[src/rtl/itp_pkg.sv]
`timescale 1ns / 1ps

package itp_pkg;

    // Stack geometry.
    localparam int STACK_DEPTH = 16;
    localparam int PTR_W       = $clog2(STACK_DEPTH);
    localparam int COUNT_W     = $clog2(STACK_DEPTH + 1);

    // Token kind codes.
    localparam logic [3:0] KIND_NUMBER = 4'd0;
    localparam logic [3:0] KIND_PLUS   = 4'd1;
    localparam logic [3:0] KIND_MINUS  = 4'd2;
    localparam logic [3:0] KIND_TIMES  = 4'd3;
    localparam logic [3:0] KIND_DIVIDE = 4'd4;
    localparam logic [3:0] KIND_SQRT   = 4'd5;
    localparam logic [3:0] KIND_POWER  = 4'd6;
    localparam logic [3:0] KIND_OPEN   = 4'd7;
    localparam logic [3:0] KIND_CLOSE  = 4'd8;
    localparam logic [3:0] KIND_END    = 4'd9;

    // Source of an emitted result.
    localparam logic [1:0] SEL_TOKEN = 2'd0;
    localparam logic [1:0] SEL_TOP   = 2'd1;
    localparam logic [1:0] SEL_END   = 2'd2;

    // Input request.
    typedef struct packed {
        logic [3:0]  token_kind;
        logic [31:0] number_value;
    } t_in_req;

    // Output request.
    typedef struct packed {
        logic [3:0]  out_kind;
        logic [31:0] out_value;
        logic        overflow_error;
        logic        last_of_run;
    } t_out_req;

    // Commands from the controller to the datapath.
    typedef struct packed {
        logic       load;
        logic       push;
        logic       pop;
        logic       emit;
        logic [1:0] emit_sel;
        logic       last;
        logic       clear_flag;
    } t_cmd;

    // Status from the datapath to the controller.
    typedef struct packed {
        logic [3:0] tok_kind;
        logic [3:0] top_kind;
        logic [3:0] next_kind;
        logic       empty;
        logic       two_plus;
        logic       out_free;
    } t_status;

    // Operator priority; kinds without a priority give zero.
    function automatic logic signed [7:0] prio_of(input logic [3:0] kind);
        logic signed [7:0] p;
        case (kind)
            KIND_PLUS, KIND_MINUS:  p = 8'sd1;
            KIND_TIMES, KIND_DIVIDE: p = 8'sd2;
            KIND_SQRT, KIND_POWER:  p = 8'sd3;
            KIND_OPEN:              p = -8'sd5;
            KIND_CLOSE:             p = 8'sd100;
            default:                p = 8'sd0;
        endcase
        return p;
    endfunction

endpackage

[src/rtl/itp_ctrl.sv]
`timescale 1ns / 1ps

module itp_ctrl (
    input  logic              i_clk,
    input  logic              i_rst_n,
    input  logic              i_in_valid,
    output logic              o_in_stall,
    input  itp_pkg::t_status  i_status,
    output itp_pkg::t_cmd     o_cmd
);

    localparam logic S_IDLE = 1'b0;
    localparam logic S_WORK = 1'b1;

    logic r_state;
    logic n_state;
    logic r_first;
    logic n_first;
    logic done;
    logic signed [7:0] tok_prio;

    assign tok_prio   = itp_pkg::prio_of(i_status.tok_kind);
    assign o_in_stall = (r_state != S_IDLE);

    // One step of the conversion per cycle; results wait for a free output slot.
    always_comb begin
        o_cmd   = '0;
        done    = 1'b0;
        n_state = r_state;
        n_first = r_first;
        case (r_state)
            S_IDLE: begin
                if (i_in_valid) begin
                    o_cmd.load = 1'b1;
                    n_state    = S_WORK;
                    n_first    = 1'b1;
                end
            end
            S_WORK: begin
                n_first = 1'b0;
                if (i_status.tok_kind > itp_pkg::KIND_END) begin
                    done = 1'b1;
                end else if (i_status.tok_kind == itp_pkg::KIND_NUMBER) begin
                    if (i_status.out_free) begin
                        o_cmd.emit     = 1'b1;
                        o_cmd.emit_sel = itp_pkg::SEL_TOKEN;
                        o_cmd.last     = 1'b1;
                        done           = 1'b1;
                    end
                end else if (i_status.tok_kind == itp_pkg::KIND_END) begin
                    if (i_status.out_free) begin
                        o_cmd.emit = 1'b1;
                        if (!i_status.empty) begin
                            o_cmd.emit_sel = itp_pkg::SEL_TOP;
                            o_cmd.pop      = 1'b1;
                        end else begin
                            o_cmd.emit_sel   = itp_pkg::SEL_END;
                            o_cmd.last       = 1'b1;
                            o_cmd.clear_flag = 1'b1;
                            done             = 1'b1;
                        end
                    end
                end else if (i_status.tok_kind == itp_pkg::KIND_OPEN) begin
                    o_cmd.push = 1'b1;
                    done       = 1'b1;
                end else if (i_status.tok_kind == itp_pkg::KIND_CLOSE) begin
                    if (i_status.empty) begin
                        // Stacked like an operator only if empty on arrival.
                        o_cmd.push = r_first;
                        done       = 1'b1;
                    end else if (i_status.top_kind == itp_pkg::KIND_OPEN) begin
                        // Matching open parenthesis is dropped silently.
                        o_cmd.pop = 1'b1;
                        done      = 1'b1;
                    end else if (i_status.out_free) begin
                        o_cmd.emit     = 1'b1;
                        o_cmd.emit_sel = itp_pkg::SEL_TOP;
                        o_cmd.pop      = 1'b1;
                        o_cmd.last     = !i_status.two_plus ||
                                         (i_status.next_kind == itp_pkg::KIND_OPEN);
                    end
                end else begin
                    if (!i_status.empty &&
                        tok_prio <= itp_pkg::prio_of(i_status.top_kind)) begin
                        if (i_status.out_free) begin
                            o_cmd.emit     = 1'b1;
                            o_cmd.emit_sel = itp_pkg::SEL_TOP;
                            o_cmd.pop      = 1'b1;
                            o_cmd.last     = !(i_status.two_plus &&
                                tok_prio <= itp_pkg::prio_of(i_status.next_kind));
                        end
                    end else begin
                        o_cmd.push = 1'b1;
                        done       = 1'b1;
                    end
                end
                if (done) begin
                    n_state = S_IDLE;
                end
            end
            default: begin
                n_state = S_IDLE;
            end
        endcase
    end

    // State registers.
    always_ff @(posedge i_clk) begin
        if (!i_rst_n) begin
            r_state <= S_IDLE;
            r_first <= 1'b0;
        end else begin
            r_state <= n_state;
            r_first <= n_first;
        end
    end

endmodule

[src/rtl/itp_datapath.sv]
`timescale 1ns / 1ps

module itp_datapath (
    input  logic               i_clk,
    input  logic               i_rst_n,
    input  itp_pkg::t_in_req   i_in_req,
    input  itp_pkg::t_cmd      i_cmd,
    output itp_pkg::t_status   o_status,
    output logic               o_out_valid,
    input  logic               i_out_stall,
    output itp_pkg::t_out_req  o_out_req
);

    logic [3:0]                 r_tok_kind;
    logic [31:0]                r_tok_value;
    logic [3:0]                 r_top;
    logic [3:0]                 r_stack [itp_pkg::STACK_DEPTH];
    logic [itp_pkg::COUNT_W-1:0] r_count;
    logic                       r_flag;
    logic                       r_out_valid;
    itp_pkg::t_out_req          r_out_req;
    itp_pkg::t_out_req          n_out_req;
    logic [itp_pkg::COUNT_W-1:0] below_cnt;
    logic [itp_pkg::COUNT_W-1:0] next_cnt;
    logic [itp_pkg::PTR_W-1:0]   below_idx;
    logic [itp_pkg::PTR_W-1:0]   next_idx;
    logic                       full;

    // The top entry lives in its own register; the array holds the entries below it.
    assign below_cnt = r_count - itp_pkg::COUNT_W'(1);
    assign next_cnt  = r_count - itp_pkg::COUNT_W'(2);
    assign below_idx = below_cnt[itp_pkg::PTR_W-1:0];
    assign next_idx  = next_cnt[itp_pkg::PTR_W-1:0];
    assign full      = (r_count == itp_pkg::COUNT_W'(itp_pkg::STACK_DEPTH));

    // Status toward the controller.
    always_comb begin
        o_status.tok_kind  = r_tok_kind;
        o_status.top_kind  = r_top;
        o_status.next_kind = r_stack[next_idx];
        o_status.empty     = (r_count == '0);
        o_status.two_plus  = (r_count >= itp_pkg::COUNT_W'(2));
        o_status.out_free  = !r_out_valid || !i_out_stall;
    end

    // Token register.
    always_ff @(posedge i_clk) begin
        if (i_cmd.load) begin
            r_tok_kind  <= i_in_req.token_kind;
            r_tok_value <= i_in_req.number_value;
        end
    end

    // Operator stack.
    always_ff @(posedge i_clk) begin
        if (!i_rst_n) begin
            r_count <= '0;
        end else if (i_cmd.push && !full) begin
            r_count <= r_count + itp_pkg::COUNT_W'(1);
        end else if (i_cmd.pop) begin
            r_count <= below_cnt;
        end
    end

    always_ff @(posedge i_clk) begin
        if (i_cmd.push && !full) begin
            if (r_count != '0) begin
                r_stack[below_idx] <= r_top;
            end
            r_top <= r_tok_kind;
        end else if (i_cmd.pop) begin
            r_top <= r_stack[next_idx];
        end
    end

    // Sticky overflow flag, reported and cleared by the end marker.
    always_ff @(posedge i_clk) begin
        if (!i_rst_n) begin
            r_flag <= 1'b0;
        end else if (i_cmd.push && full) begin
            r_flag <= 1'b1;
        end else if (i_cmd.clear_flag) begin
            r_flag <= 1'b0;
        end
    end

    // Next result word.
    always_comb begin
        n_out_req                = '0;
        n_out_req.last_of_run    = i_cmd.last;
        case (i_cmd.emit_sel)
            itp_pkg::SEL_TOKEN: begin
                n_out_req.out_kind  = r_tok_kind;
                n_out_req.out_value = r_tok_value;
            end
            itp_pkg::SEL_TOP: begin
                n_out_req.out_kind = r_top;
            end
            itp_pkg::SEL_END: begin
                n_out_req.out_kind       = itp_pkg::KIND_END;
                n_out_req.overflow_error = r_flag;
            end
            default: begin
                n_out_req.out_kind = r_top;
            end
        endcase
    end

    // Output register.
    always_ff @(posedge i_clk) begin
        if (!i_rst_n) begin
            r_out_valid <= 1'b0;
        end else if (i_cmd.emit) begin
            r_out_valid <= 1'b1;
        end else if (!i_out_stall) begin
            r_out_valid <= 1'b0;
        end
    end

    always_ff @(posedge i_clk) begin
        if (i_cmd.emit) begin
            r_out_req <= n_out_req;
        end
    end

    assign o_out_valid = r_out_valid;
    assign o_out_req   = r_out_req;

endmodule

[src/rtl/infix_to_postfix_converter_core.sv]
`timescale 1ns / 1ps

// Infix to postfix converter (shunting-yard with a bounded operator stack).
// Input channel: i_in_valid / o_in_stall carry one token request. A request is
// taken on a clock edge where i_in_valid is high and o_in_stall is low.
// Output channel: o_out_valid / i_out_stall carry postfix result requests;
// last_of_run marks the final result caused by one input token.
// Timing: the core takes one token at a time. A token is captured in the idle
// state and then runs the pop loop, which emits one stack entry per cycle into
// the output register while that register is free. A number yields one result,
// an operator is pushed after the entries it pops, and an end token
// pops every stacked entry and emits the end marker as the last step. Each
// result is written by a work step once the output register is free.
// The output register decouples the sides: a new token is accepted while the
// previous result still waits. When the receiver stalls, the pop loop holds
// until the output register frees up.
// Reset clears the stack count, the overflow flag, the controller and the
// output valid; stack contents are only read after they are written.
module infix_to_postfix_converter_core (
    input  logic               i_clk,
    input  logic               i_rst_n,
    input  logic               i_in_valid,
    output logic               o_in_stall,
    input  itp_pkg::t_in_req   i_in_req,
    output logic               o_out_valid,
    input  logic               i_out_stall,
    output itp_pkg::t_out_req  o_out_req
);

    itp_pkg::t_cmd    cmd;
    itp_pkg::t_status status;

    // Sequencer.
    itp_ctrl u_ctrl (
        .i_clk      (i_clk),
        .i_rst_n    (i_rst_n),
        .i_in_valid (i_in_valid),
        .o_in_stall (o_in_stall),
        .i_status   (status),
        .o_cmd      (cmd)
    );

    // Stack, token and output registers.
    itp_datapath u_datapath (
        .i_clk       (i_clk),
        .i_rst_n     (i_rst_n),
        .i_in_req    (i_in_req),
        .i_cmd       (cmd),
        .o_status    (status),
        .o_out_valid (o_out_valid),
        .i_out_stall (i_out_stall),
        .o_out_req   (o_out_req)
    );

`ifndef NO_ASSERTIONS
    // A pop never happens on an empty stack.
    a_pop_nonempty: assert property (@(posedge i_clk) disable iff (!i_rst_n)
        cmd.pop |-> !status.empty)
        else $error("pop issued on an empty stack");

    // A result is only written when the output register can take it.
    a_emit_free: assert property (@(posedge i_clk) disable iff (!i_rst_n)
        cmd.emit |-> status.out_free)
        else $error("result written over a waiting result");

    // Only the end marker reports an overflow.
    a_err_on_end: assert property (@(posedge i_clk) disable iff (!i_rst_n)
        (o_out_valid && o_out_req.out_kind != itp_pkg::KIND_END)
        |-> !o_out_req.overflow_error)
        else $error("overflow reported on a non-end result");

    // A token is captured only while no other token is in work.
    a_load_idle: assert property (@(posedge i_clk) disable iff (!i_rst_n)
        cmd.load |-> (!o_in_stall && !cmd.emit && !cmd.push && !cmd.pop))
        else $error("token captured while the previous one is in work");
`endif

endmodule

[config.mk]
export PLATFORM = sky130hd
export DESIGN_NAME = infix_to_postfix_converter_core
export DESIGN_NICKNAME = d
export VERILOG_FILES = /design/src/rtl/itp_pkg.sv /design/src/rtl/itp_ctrl.sv /design/src/rtl/itp_datapath.sv /design/src/rtl/infix_to_postfix_converter_core.sv
export SDC_FILE = /design/constraint.sdc
export NUM_CORES = 1
export LEC_CHECK = 0
export ABC_AREA = 1
export BUFFER_PORTS_ARGS = -buffer_cell sky130_fd_sc_hd__buf_4
export CAP_MARGIN = 0
export CORE_MARGIN = 3
export CORE_UTILIZATION = 45
export CTS_BUF_LIST = sky130_fd_sc_hd__clkbuf_4
export CTS_CLUSTER_SIZE = 28
export DETAILED_ROUTE_END_ITERATION = 6
export PLACE_DENSITY_LB_ADDON = 0.25
export SLEW_MARGIN = 0
export SYNTH_ARGS = -nofsm -noshare
export SYNTH_HDL_FRONTEND = slang
export SYNTH_SLANG_ARGS = --single-unit
[constraint.sdc]
create_clock -name i_clk -period 4.33 [get_ports i_clk]
set_input_delay 0.866 -clock i_clk [delete_from_list [all_inputs] [get_ports i_clk]]
set_output_delay 0.866 -clock i_clk [all_outputs]
set_load 0.05 [all_outputs]
==> metrics <==
die span in y=131.9 um; Fill cells=1,346; Setup crit end kind=flip-flop; Overflow after GRT=0; initial core utilization=46.41%; CP max FO=12; Crit path largest cell delay=440 ps; pwr dens=494.4 nW/um^2; Worst Hold Class=reg2reg; top cell type's share of synthesized area=59.78%; Worst setup SP type=flip-flop; routed len/inst=approximately 15 um; relative slew slack=49.33%; Slowest-stage cell, CP=ha_1; RSZ-0062 raised after global routing=no; commonest cells in the netlist=edfxtp_1, nand2_1, nor2_1, inv_1, nand3_1; HP Start=u_datapath.r_flag; core area=15,370 sq um; first-pass detailed-route iteration total=6; FF-to-FF path depth=19; kind of cell adding the most delay to the critical path=compound AO/OA/AOI/OAI gates; GR Util All Layers=between 10% and 20%; Slew Limit Fails=0; minimum clock period=3601 ps; CP Cell Sequence=clkinv_1, ha_1, inv_1, o221ai_1, o211ai_1, nand2_1, ha_1, o21ai_0, ha_1, a21oi_1, nor2_1, o21ai_0, nand2_1, nand2_1, nand2_1, a21oi_1, o21ai_0, nand2_1, a21boi_1; mapped cell area=7133 sq um; Post-Synthesis Cells=654; #FFs+latches synth=161; FF/Latch Area=roughly 4600 sq um; post-synthesis async set-or-reset flop share=0%; Clock Latency Late Sink=560 ps; Final GP Congestion=0.8660; worst hold stages=2; Final HPWL DP=10,380 um; H-tree Lvls=4; CTS Sinks=161; via count=4,826; Area Growth Syn to Fin=14.72%; Reg2Reg Launch Point=u_datapath.r_count[1]; Arrival @ worst endpoint=slightly below 4000 ps; Clk pin slew, worst setup/hold paths=roughly 130 ps; Ys Warns=0; Hold-fix buffers, CTS=0; Final Core Density=53.24%; Netlist cell types=38; Synthesized Nets=721; # nets final=807; CTS root buffer=clkbuf_4; first-pass GRT wire length=between 20,000 and 25,000 um; Multi-input gate area=between 2000 and 2500 sq um; RR Endpoint=u_datapath.o_out_req[0]; largest net degree at the start of global routing=40; sequential area share after synthesis=65.11%; WP buf/inv=2; Bufs on Longest Clock Path=2; Req. time, crit path=4650 ps; cts repair resizes=0; Reg2Reg Setup Slack=730 ps; drt via density=approximately 5; Tcrit/Tclk final=about 83%; DRT iter0 DRCs=431; Ant. Diodes=0; CP Class=reg2reg; Setup Fix Bufs, Post-CTS=0; Worst Hold End=u_datapath.r_flag; Primary FF master, synth=edfxtp_1; Yosys top cell by area=edfxtp_1; Layout Cells excl Fill=964; Post-synth EDFFs=142; area of the die=approximately 17,000 sq um; CTS buffer count=17; port bufs=79; DRC=0; Area contributors post-synth=edfxtp_1, nand2_1, dfxtp_1; Peak Freq=277.7 MHz; Tightest Pin Transition=760.0 ps; maxcap violations=0; vias in the first global route=around 4,800; std cell rows=45; io pins=80; initial antenna violation count=0; top-count cell post-synth=edfxtp_1; final WL=14,800 um; leakage=between 3 and 4 nW; ANT nets after route=0; CTS tree=built; most frequent cell on the critical path=nand2_1; die width=between 100 and 150 um; cell count after placement=932; layout cells sized above 1=19.92%; Setup Viol. Count Final=0; outcome=complete, no violations; post-route setup TNS=0 ps; maximum VDD drop=0.2153 mV; Clock Skews=15.26 ps; final hold vios=0; Avg Inst Size Synth=between 10 and 15 sq um
## cell families after synthesis
| logic type | Yosys count | synth area share [%] |
|---|---|---|
| adder cells (fa/ha/maj) | 27 | 4.736 |
| XOR/XNOR | 4 | 0.4912 |
| AO/OA/AOI/OAI | 76 | 6.262 |
| flip-flops | 161 | 65.11 |
| AND/OR/NAND/NOR | 277 | 17.24 |
| buffers and inverters | 109 | 6.157 |
## how the worst max path moves through the flow
stage                               start                 endpoint  slack [ps]  cells after the start
floorplan           u_datapath.r_count[1]  u_datapath.o_out_req[0]         710                     22
global placement    u_datapath.r_count[1]  u_datapath.o_out_req[0]         970                     24
detailed placement  u_datapath.r_count[1]  u_datapath.o_out_req[0]         790                     19
CTS                 u_datapath.r_count[1]  u_datapath.o_out_req[0]         770                     19
global route        u_datapath.r_count[1]  u_datapath.o_out_req[0]         220                     19
finish              u_datapath.r_count[1]  u_datapath.o_out_req[0]         730                     19
## per-layer routing
| layer | share of wire [%] | vias to the layer above | track usage, % |
|---|---|---|---|
| met1 | 42 | 2299 | 21.80 |
| met2 | 51 | 121 | 29.82 |
| met5 | 0 | - | 0 |
| li1 | - | 2372 | - |
| met3 | 4.7 | 34 | 3.931 |
| met4 | 2.9 | 0 | 7.410 |
## per-stage QoR
stage,hold WS (ps),instance area [sq um],setup slack (ps),power (mW)
floorplan,445.3,7133,707.2,2.922
global placement,461.2,7936,970.8,3.230
detailed placement,458.2,7936,790.3,3.271
CTS,440.2,8183,773.8,4.053
global route,420.1,8183,220.6,4.327
finish,477.6,8183,729.3,4.046
## worst reg2reg max path: cells and delay by family, from the launching register on
| family | cells | cell delay, ps |
|---|---|---|
| AND/OR/NAND/NOR | 6 | 450 |
| adder cells (fa/ha/maj) | 3 | 960 |
| buffers and inverters | 2 | 520 |
| AO/OA/AOI/OAI | 8 | 1060 |
| flip-flops | 1 | 350 |
## layout make-up
class                           count  area share [%]
Clock buffer                       17           1.560
Clock inverter                     15           1.453
Inverter                           92           4.251
Multi-Input combinational cell    384           25.05
Sequential cell                   161           56.76
Tap cell                          211           3.226
Timing Repair Buffer               84           7.706
## registers in the layout, indices dropped and copies added (netlist names), named ones only
| register | count |
|---|---|
| u_datapath.r_top | 4 |
| u_datapath.r_tok_value | 32 |
| u_datapath.r_stack | 64 |
| u_datapath.r_tok_kind | 4 |
| u_datapath.o_out_req | 38 |
| u_ctrl.tok_prio | 5 |
| u_ctrl.o_in_stall | 1 |
| u_datapath.o_out_valid | 1 |
| u_datapath.r_count | 5 |
| u_ctrl.r_first | 1 |
| u_datapath.r_flag | 1 |
## report_power, final
group / internal [mW] / leakage (nW) / total (mW) / switching, mW
Clock: 0.278 / 0.137 / 0.794 / 0.516
Sequential: 1.85 / 1.46 / 1.94 / 0.0911
Combinational: 0.423 / 1.81 / 1.31 / 0.891
## cells in the final DEF, fill, tap and decap left out, types with 2 or more instances in the layout
cell        count
edfxtp_1      142
nand2_1       115
nor2_1         86
buf_4          84
inv_1          81
nand3_1        45
o21ai_0        33
ha_1           27
dfxtp_1        19
clkbuf_4       17
a21oi_1        16
inv_2           9
o22ai_1         9
nand2_2         8
nand4_1         8
clkinv_2        8
o211ai_1        5
o221ai_1        4
o21ai_2         4
xor2_1          3
clkinvlp_4      3
nor2_2          2
nor2_4          2
nor3_1          2
a21oi_2         2
or2_1           2
nand2_4         2
clkinv_4        2
Power figures use the tool's default switching activity.
